==> src/design/ncd_pkg.sv <==
// Shared types and constants for the nearest-car elevator dispatcher.
`default_nettype none
package ncd_pkg;

   localparam int CARS_DEF   = 4;
   localparam int FLOORS_DEF = 16;

   localparam int MODE_W  = 2;
   localparam int FLOOR_W = 4;
   localparam int CSEL_W  = 2;
   localparam int HEAD_W  = 2;

   localparam logic [MODE_W-1:0] MODE_CALL  = 2'd0;
   localparam logic [MODE_W-1:0] MODE_STEP  = 2'd1;
   localparam logic [MODE_W-1:0] MODE_PLACE = 2'd2;

   localparam logic [HEAD_W-1:0] HEAD_UP   = 2'd0;
   localparam logic [HEAD_W-1:0] HEAD_DOWN = 2'd1;
   localparam logic [HEAD_W-1:0] HEAD_IDLE = 2'd2;

   typedef struct packed {
      logic load;
      logic exec;
   } ctl_type;

endpackage
`default_nettype wire

==> src/design/ncd_ctrl.sv <==
// Controller: sequences accept, execute and result handoff for one item at a time.
`default_nettype none
module ncd_ctrl (
   input  wire               clock,
   input  wire               reset,
   input  wire               req_valid,
   output logic              req_stall,
   output logic              rsp_valid,
   input  wire               rsp_stall,
   output ncd_pkg::ctl_type  ctl
);

   typedef enum logic [1:0] {
      ST_IDLE,
      ST_EXEC,
      ST_RESP
   } state_type;

   state_type state_ff, state_in;
   logic      rsp_valid_ff, rsp_valid_in;

   always_comb begin
      state_in     = state_ff;
      rsp_valid_in = rsp_valid_ff;
      case (state_ff)
         ST_IDLE: begin
            if (req_valid) begin
               state_in = ST_EXEC;
            end
         end
         ST_EXEC: begin
            state_in     = ST_RESP;
            rsp_valid_in = 1'b1;
         end
         ST_RESP: begin
            if (!rsp_stall) begin
               state_in     = ST_IDLE;
               rsp_valid_in = 1'b0;
            end
         end
         default: begin
            state_in     = ST_IDLE;
            rsp_valid_in = 1'b0;
         end
      endcase
   end

   always_ff @(posedge clock) begin
      if (reset) begin
         state_ff     <= ST_IDLE;
         rsp_valid_ff <= 1'b0;
      end else begin
         state_ff     <= state_in;
         rsp_valid_ff <= rsp_valid_in;
      end
   end

   assign req_stall = (state_ff != ST_IDLE);
   assign rsp_valid = rsp_valid_ff;
   assign ctl.load  = req_valid && (state_ff == ST_IDLE);
   assign ctl.exec  = (state_ff == ST_EXEC);

endmodule
`default_nettype wire

==> src/design/ncd_datapath.sv <==
// Datapath: car state, nearest-car search, lowest-stop encoder and result registers.
`default_nettype none
module ncd_datapath #(
   parameter int CARS   = ncd_pkg::CARS_DEF,
   parameter int FLOORS = ncd_pkg::FLOORS_DEF
) (
   input  wire                             clock,
   input  wire                             reset,
   input  wire ncd_pkg::ctl_type           ctl,
   input  wire [ncd_pkg::MODE_W-1:0]       req_mode,
   input  wire [ncd_pkg::FLOOR_W-1:0]      req_source_floor,
   input  wire [ncd_pkg::FLOOR_W-1:0]      req_target_floor,
   input  wire [ncd_pkg::CSEL_W-1:0]       req_car_select,
   output logic [ncd_pkg::CSEL_W-1:0]      rsp_car_index,
   output logic [ncd_pkg::FLOOR_W-1:0]     rsp_car_position,
   output logic [ncd_pkg::HEAD_W-1:0]      rsp_heading,
   output logic                            rsp_in_motion,
   output logic                            rsp_arrived,
   output logic                            rsp_stops_pending
);

   localparam int FW = $clog2(FLOORS);
   localparam int CW = (CARS > 1) ? $clog2(CARS) : 1;

   // latched item
   logic [ncd_pkg::MODE_W-1:0] mode_ff;
   logic [FW-1:0]              src_ff, dst_ff;
   logic [ncd_pkg::CSEL_W-1:0] sel_ff;
   logic [FW-1:0]              src_in, dst_in;

   // per-car state
   logic [FW-1:0]              floor_ff   [CARS];
   logic [FLOORS-1:0]          map_ff     [CARS];
   logic [ncd_pkg::HEAD_W-1:0] heading_ff [CARS];
   logic                       motion_ff  [CARS];

   // results
   logic [ncd_pkg::CSEL_W-1:0]  idx_ff, idx_in;
   logic [ncd_pkg::FLOOR_W-1:0] pos_ff, pos_in;
   logic [ncd_pkg::HEAD_W-1:0]  head_ff, head_in;
   logic                        mot_ff, mot_in;
   logic                        arr_ff, arr_in;
   logic                        pend_ff, pend_in;

   logic [CW-1:0]              best;
   logic [CW-1:0]              car;
   logic                       sel_ok;
   logic                       wr_en;
   logic [FW-1:0]              cur_floor;
   logic [FLOORS-1:0]          cur_map;
   logic [FW-1:0]              tgt;
   logic [FW-1:0]              floor_in;
   logic [FLOORS-1:0]          map_in;
   logic [ncd_pkg::HEAD_W-1:0] heading_in;
   logic                       motion_in;

   assign src_in = (32'(req_source_floor) >= 32'(FLOORS)) ? FW'(FLOORS - 1)
                                                          : FW'(req_source_floor);
   assign dst_in = (32'(req_target_floor) >= 32'(FLOORS)) ? FW'(FLOORS - 1)
                                                          : FW'(req_target_floor);

   always_comb begin : nearest
      logic [FW-1:0] d;
      logic [FW-1:0] bestd;
      best  = '0;
      bestd = '0;
      for (int i = 0; i < CARS; i++) begin
         d = (floor_ff[i] > src_ff) ? (floor_ff[i] - src_ff) : (src_ff - floor_ff[i]);
         if (i == 0 || d < bestd) begin
            best  = CW'(i);
            bestd = d;
         end
      end
   end

   assign sel_ok    = (32'(sel_ff) < 32'(CARS));
   assign car       = (mode_ff == ncd_pkg::MODE_CALL) ? best : CW'(sel_ff);
   assign cur_floor = floor_ff[car];
   assign cur_map   = map_ff[car];

   always_comb begin
      tgt = '0;
      for (int i = FLOORS - 1; i >= 0; i--) begin
         if (cur_map[i]) begin
            tgt = FW'(i);
         end
      end
   end

   always_comb begin
      floor_in   = cur_floor;
      map_in     = cur_map;
      heading_in = heading_ff[car];
      motion_in  = motion_ff[car];
      wr_en      = 1'b0;
      idx_in     = sel_ff;
      pos_in     = '0;
      head_in    = ncd_pkg::HEAD_IDLE;
      mot_in     = 1'b0;
      arr_in     = 1'b0;
      pend_in    = 1'b0;
      if (mode_ff == ncd_pkg::MODE_CALL) begin
         wr_en   = 1'b1;
         map_in  = cur_map | (FLOORS'(1) << src_ff) | (FLOORS'(1) << dst_ff);
         idx_in  = ncd_pkg::CSEL_W'(best);
         pos_in  = ncd_pkg::FLOOR_W'(cur_floor);
         head_in = heading_ff[car];
         mot_in  = motion_ff[car];
         pend_in = 1'b1;
      end else if (sel_ok) begin
         case (mode_ff)
            ncd_pkg::MODE_STEP: begin
               wr_en = 1'b1;
               if (cur_map == '0) begin
                  heading_in = ncd_pkg::HEAD_IDLE;
                  motion_in  = 1'b0;
               end else begin
                  heading_in = (tgt > cur_floor) ? ncd_pkg::HEAD_UP : ncd_pkg::HEAD_DOWN;
                  if (cur_floor < tgt) begin
                     floor_in = cur_floor + FW'(1);
                  end else if (cur_floor > tgt) begin
                     floor_in = cur_floor - FW'(1);
                  end
                  if (floor_in == tgt) begin
                     map_in    = cur_map & ~(FLOORS'(1) << tgt);
                     motion_in = 1'b0;
                     arr_in    = 1'b1;
                  end else begin
                     motion_in = 1'b1;
                  end
               end
               pos_in  = ncd_pkg::FLOOR_W'(floor_in);
               head_in = heading_in;
               mot_in  = motion_in;
               pend_in = (map_in != '0);
            end
            ncd_pkg::MODE_PLACE: begin
               wr_en      = 1'b1;
               floor_in   = src_ff;
               map_in     = '0;
               heading_in = ncd_pkg::HEAD_IDLE;
               motion_in  = 1'b0;
               pos_in     = ncd_pkg::FLOOR_W'(src_ff);
            end
            default: begin
               pos_in  = ncd_pkg::FLOOR_W'(cur_floor);
               head_in = heading_ff[car];
               mot_in  = motion_ff[car];
               pend_in = (cur_map != '0);
            end
         endcase
      end
   end

   always_ff @(posedge clock) begin
      if (ctl.load) begin
         mode_ff <= req_mode;
         src_ff  <= src_in;
         dst_ff  <= dst_in;
         sel_ff  <= req_car_select;
      end
      if (ctl.exec) begin
         idx_ff  <= idx_in;
         pos_ff  <= pos_in;
         head_ff <= head_in;
         mot_ff  <= mot_in;
         arr_ff  <= arr_in;
         pend_ff <= pend_in;
      end
   end

   always_ff @(posedge clock) begin
      if (reset) begin
         for (int i = 0; i < CARS; i++) begin
            floor_ff[i]   <= '0;
            map_ff[i]     <= '0;
            heading_ff[i] <= ncd_pkg::HEAD_IDLE;
            motion_ff[i]  <= 1'b0;
         end
      end else if (ctl.exec && wr_en) begin
         floor_ff[car]   <= floor_in;
         map_ff[car]     <= map_in;
         heading_ff[car] <= heading_in;
         motion_ff[car]  <= motion_in;
      end
   end

   assign rsp_car_index     = idx_ff;
   assign rsp_car_position  = pos_ff;
   assign rsp_heading       = head_ff;
   assign rsp_in_motion     = mot_ff;
   assign rsp_arrived       = arr_ff;
   assign rsp_stops_pending = pend_ff;

endmodule
`default_nettype wire

==> src/design/nearest_car_elevator_dispatch_top.sv <==
// Sequence: an accepted item is latched, executed in the execute state, and its result registered.
// A new item is taken only after the result has been handed off, since each step
// depends on the car state it leaves.
// Reset: synchronous; all cars at floor 0, no stops, idle, not moving; no result pending.
`default_nettype none
module nearest_car_elevator_dispatch_top #(
   parameter int CARS   = ncd_pkg::CARS_DEF,
   parameter int FLOORS = ncd_pkg::FLOORS_DEF
) (
   input  wire                             clock,
   input  wire                             reset,
   input  wire                             req_valid,
   output logic                            req_stall,
   input  wire [ncd_pkg::MODE_W-1:0]       req_mode,
   input  wire [ncd_pkg::FLOOR_W-1:0]      req_source_floor,
   input  wire [ncd_pkg::FLOOR_W-1:0]      req_target_floor,
   input  wire [ncd_pkg::CSEL_W-1:0]       req_car_select,
   output logic                            rsp_valid,
   input  wire                             rsp_stall,
   output logic [ncd_pkg::CSEL_W-1:0]      rsp_car_index,
   output logic [ncd_pkg::FLOOR_W-1:0]     rsp_car_position,
   output logic [ncd_pkg::HEAD_W-1:0]      rsp_heading,
   output logic                            rsp_in_motion,
   output logic                            rsp_arrived,
   output logic                            rsp_stops_pending
);

   ncd_pkg::ctl_type ctl;

   ncd_ctrl u_ctrl (
      .clock     (clock),
      .reset     (reset),
      .req_valid (req_valid),
      .req_stall (req_stall),
      .rsp_valid (rsp_valid),
      .rsp_stall (rsp_stall),
      .ctl       (ctl)
   );

   ncd_datapath #(
      .CARS   (CARS),
      .FLOORS (FLOORS)
   ) u_datapath (
      .clock             (clock),
      .reset             (reset),
      .ctl               (ctl),
      .req_mode          (req_mode),
      .req_source_floor  (req_source_floor),
      .req_target_floor  (req_target_floor),
      .req_car_select    (req_car_select),
      .rsp_car_index     (rsp_car_index),
      .rsp_car_position  (rsp_car_position),
      .rsp_heading       (rsp_heading),
      .rsp_in_motion     (rsp_in_motion),
      .rsp_arrived       (rsp_arrived),
      .rsp_stops_pending (rsp_stops_pending)
   );

endmodule
`default_nettype wire
==> config.mk <==
export PLATFORM = sky130hd
export DESIGN_NAME = nearest_car_elevator_dispatch_top
export DESIGN_NICKNAME = d
export VERILOG_FILES = /design/src/design/ncd_pkg.sv /design/src/design/ncd_ctrl.sv /design/src/design/ncd_datapath.sv /design/src/design/nearest_car_elevator_dispatch_top.sv
export SDC_FILE = /design/constraint.sdc
export NUM_CORES = 1
export LEC_CHECK = 0
export ABC_CLOCK_PERIOD_IN_PS = 10770
export BUFFER_PORTS_ARGS = -buffer_cell sky130_fd_sc_hd__buf_2
export CELL_PAD_IN_SITES_DETAIL_PLACEMENT = 1
export CELL_PAD_IN_SITES_GLOBAL_PLACEMENT = 1
export CORE_UTILIZATION = 50
export DETAILED_ROUTE_END_ITERATION = 10
export GPL_TIMING_DRIVEN = 0
export PLACE_DENSITY = 0.81
export SLEW_MARGIN = 0
export SYNTH_ARGS = -nofsm -noshare
export SYNTH_HDL_FRONTEND = slang
export SYNTH_SLANG_ARGS = --single-unit
==> constraint.sdc <==
create_clock -name clock -period 10.77 [get_ports clock]
set_input_delay 1.6155 -clock clock [delete_from_list [all_inputs] [get_ports clock]]
set_output_delay 1.6155 -clock clock [all_outputs]
set_load 0.02 [all_outputs]
==> reports/metrics.json <==
{
  "run_status": {
    "run_status": "finished, final reports clean"
  },
  "synthesis": {
    "postSynthNetCount": 1088,
    "synth_top_family_by_area": "compound AO/OA/AOI/OAI gates",
    "synth-compound-area-share_pct": 25.3,
    "synth-simple-area-share_pct": 21.0,
    "parity_gate_share_of_the_synthesized_area_counting_xor_and_xnor_cells_pct": 1.09,
    "synthesized_cell_area_sq_um": 9330,
    "async_flop_share_pct": 0,
    "postSynthCellCount": 1017,
    "synth_mux_area_share_pct": 2.37,
    "most_common_flop_cell_mapped_by_yosys": "edfxtp_1",
    "syn-mean-instance-area_sq_um": 9.17,
    "number_of_synthesized_flops_with_an_enable_pin": 115,
    "yosys_register_bits": 118,
    "synth.lib_cells_used.distinct": 103,
    "synth_adder_area_share_pct": 8.02,
    "seq_area_frac_synth_pct": 37.7,
    "number_of_synthesis_warnings": 0
  },
  "timing": {
    "timing.slew.headroom_pct": 4.64,
    "tightestPinTransition_ps": 1420,
    "final_period_minus_worst_setup_slack_ps": 10380,
    "max_clock_freq_ghz": 0.0963,
    "final.period_utilization_pct": 96.4,
    "finalClockSkew_ps": 15.2,
    "endpoints_failing_hold": 0,
    "finalMaxSlewViolations": 0,
    "timing.hold.ws_ps": 506,
    "setup_viol_count_final": 0
  },
  "clock_tree": {
    "cts-htree-levels": 4,
    "clock-sinks": 118,
    "cts_made_buffers": 17,
    "cts_buffer_depth": 2,
    "tritoncts": "yes",
    "clock_insertion_delay_worst_skew_ps": 440,
    "cts-root-buf": "clkbuf_16",
    "clk_transition_reported_paths_ps": 60,
    "cts_hold_bufs": 0
  },
  "cells_and_area": {
    "layout_common_cells": "edfxtp_1 (115), nand2_1 (90), nor2_1 (81)",
    "antenna_diode_count": 0,
    "drive_above_1_share_pct": 17.4,
    "fillCellCount": 2100,
    "area_growth_pct": 15.9,
    "final_core_utilization_pct": 59.6,
    "fin_nets": 1153,
    "mostFrequentLayoutCell": "edfxtp_1"
  },
  "placement": {
    "globalplace.congestion": 0.975,
    "dp.final_hpwl_um": 27000,
    "port_buffers": 28
  },
  "detailed_routing": {
    "wl_per_cell_um": 27.3,
    "drtAntennaViolNets": 0,
    "routed_via_count_divided_by_cell_count": 6.81,
    "drc": 0,
    "initialDrtViolationCount": 971,
    "postRouteWirelength_um": 36200,
    "first_pass_iters": 5,
    "vias": 9019
  },
  "floorplan": {
    "fp.dieH_um": 139,
    "initial_core_utilization_pct": 51.4,
    "die_area_sq_um": 19200,
    "floorplan.rows": 49,
    "top_level_ports": 29,
    "die_width_um": 139,
    "design.core.area_sq_um": 18100
  },
  "global_routing": {
    "grt_start_max_net_pins": 24,
    "initial_antenna_violation_count": 0,
    "gr-total-overflow": 0,
    "grt_pass1_vias": 9151,
    "global_route.usage.total_pct": 38.0,
    "grt_pass1_wl_um": 54200
  },
  "setup_path": {
    "critPathMaxStageDelay_ps": 600,
    "critPathRequiredTime_ps": 10910,
    "end_kind": "register",
    "cp.buffers_inverters": 5,
    "start_kind": "register",
    "crit_type": "register to register",
    "cp_slowest_cell": "nor2_1",
    "timing.critical_path.max_delay_family": "simple AND/OR/NAND/NOR gates",
    "crit_path_max_fanout": 9,
    "cp.arrival_ps": 10530
  },
  "pwr": {
    "internal_power_consumption_mw": 1.55,
    "netSwitchingFraction_pct": 51.6,
    "worst_ir_drop_vdd_mv": 0.281,
    "p_seq_share_pct": 17.8,
    "cell_leakage_power_nw": 4.17,
    "pwr_density_cell_nw_per_um2": 297,
    "pwr-share-comb_pct": 65.0,
    "p_clk_share_pct": 17.2,
    "p_switching_mw": 1.65,
    "power_mw": 3.21
  },
  "run": {
    "max-cap-violations": 0
  },
  "worst_hold_path": {
    "type_of_the_worst_min_delay_path": "register to register"
  }
}
final cells by class:
cell class                 instances  area, sq um  area share, %
clock buffer                      18          429           3.97
sequential                       118         3510           32.5
clock inverter                    14          128           1.18
tap                              229          287           2.65
buffer                            37          185           1.71
multi-input combinational        792         5710           52.8
timing repair buffer              48          298           2.75
inverter                          68          265           2.45
metrics by stage:
stage | worst slack (ps) | std cells | TNS (ps) | area [sq um]
floorplan | 1440 | 1017 | 0 | 9330
global placement | -982 | 1274 | -67680 | 9760
detailed placement | -1280 | 1275 | -88960 | 9790
CTS | 36.9 | 1312 | 0 | 10500
global route | -45.4 | 1324 | -54.9 | 10800
finish | 386 | 1324 | 0 | 10800
cells by family (layout without fill, tap and decap cells):
group / Yosys count / count (layout)
AOI/OAI and AO/OA: 319 / 319
adders and majority gates: 55 / 55
muxes: 21 / 21
DFF: 118 / 118
buffers and inverters: 107 / 185
xor gates and xnor gates: 10 / 10
and+or+nand+nor: 387 / 387
synth_stat cells, types with 14 or more instances:
cell type | n | share of area (%)
a21o_1 | 16 | 1.3
nor3_1 | 38 | 2.0
inv_1 | 65 | 2.6
nand3_1 | 35 | 1.9
mux2i_1 | 14 | 1.5
ha_1 | 47 | 6.3
a21oi_1 | 56 | 3.0
nand2_1 | 91 | 3.7
a211oi_1 | 25 | 2.0
clkbuf_1 | 26 | 1.0
edfxtp_1 | 115 | 37
o21ai_0 | 41 | 2.2
a31oi_1 | 20 | 1.3
and3_1 | 17 | 1.1
nor2_1 | 85 | 3.4
o22ai_1 | 15 | 1.0
and2_1 | 38 | 2.5
registers in the layout (all words and copies together), names as in the netlist:
| signal | flops |
|---|---|
| u_datapath.mode_ff | 2 |
| u_datapath.src_ff | 4 |
| u_ctrl.state_ff | 2 |
| u_datapath.dst_ff | 4 |
| u_datapath.rsp_car_index | 2 |
| u_ctrl.rsp_valid | 1 |
| u_datapath.rsp_car_position | 4 |
| u_datapath.motion_ff | 4 |
| u_datapath.floor_ff | 16 |
| u_datapath.heading_ff | 8 |
| u_datapath.rsp_in_motion | 1 |
| u_datapath.rsp_stops_pending | 1 |
| u_datapath.rsp_arrived | 1 |
| u_datapath.rsp_heading | 2 |
| u_datapath.sel_ff | 2 |
| u_datapath.map_ff | 64 |
power by group through the flow:
stage	sequential, mW	combinational (mW)	clock, mW
final	0.570	2.09	0.551
after global routing	0.572	2.22	0.562
after CTS	0.568	1.88	0.545
after detailed placement	0.577	1.83	0
after global placement	0.577	1.80	0
after floorplan	0.575	1.27	0
timing repair:
action / CTS / global route
setup buffers: 7 / 12
gates resized for setup: 20 / 63
pin swaps: 1 / 6
setup endpoints to repair: 96 / 92
worst reg2reg max path, delay by kind of cell (launching register included):
family	cells	cell delay, ps
simple gates	18	3590
compound gates	13	2830
fa+ha+maj	5	1770
buf+inv	5	990
flops	1	380
mux	1	380
xor+xnor	1	140
metal layers:
metal | vias up | track usage [%] | wire length (um)
met5 | - | 0 | 0
met4 | 0 | 18.6 | 1370
met3 | 96 | 8.49 | 3240
met2 | 474 | 62.8 | 17400
met1 | 4445 | 47.1 | 14200
li1 | 4004 | - | -
final timing paths:
| path | startpoint | slack, ps | depth (start not counted) | end |
|---|---|---|---|---|
| hold reg to reg | u_ctrl.state_ff[1]$_SDFFE_PP0P_ | 510 | 1 | u_ctrl.rsp_valid$_SDFFE_PP0P_ |
| setup / recovery | u_datapath.src_ff[2]$_DFFE_PP_ | 390 | 43 | u_datapath.map_ff[0][13]$_SDFFCE_PN0P_ |
| setup reg to reg | u_datapath.src_ff[2]$_DFFE_PP_ | 390 | 43 | u_datapath.map_ff[0][13]$_SDFFCE_PN0P_ |
| hold / removal | u_ctrl.state_ff[1]$_SDFFE_PP0P_ | 510 | 1 | u_ctrl.rsp_valid$_SDFFE_PP0P_ |
No activity file was read; power rests on OpenSTA's default activity.
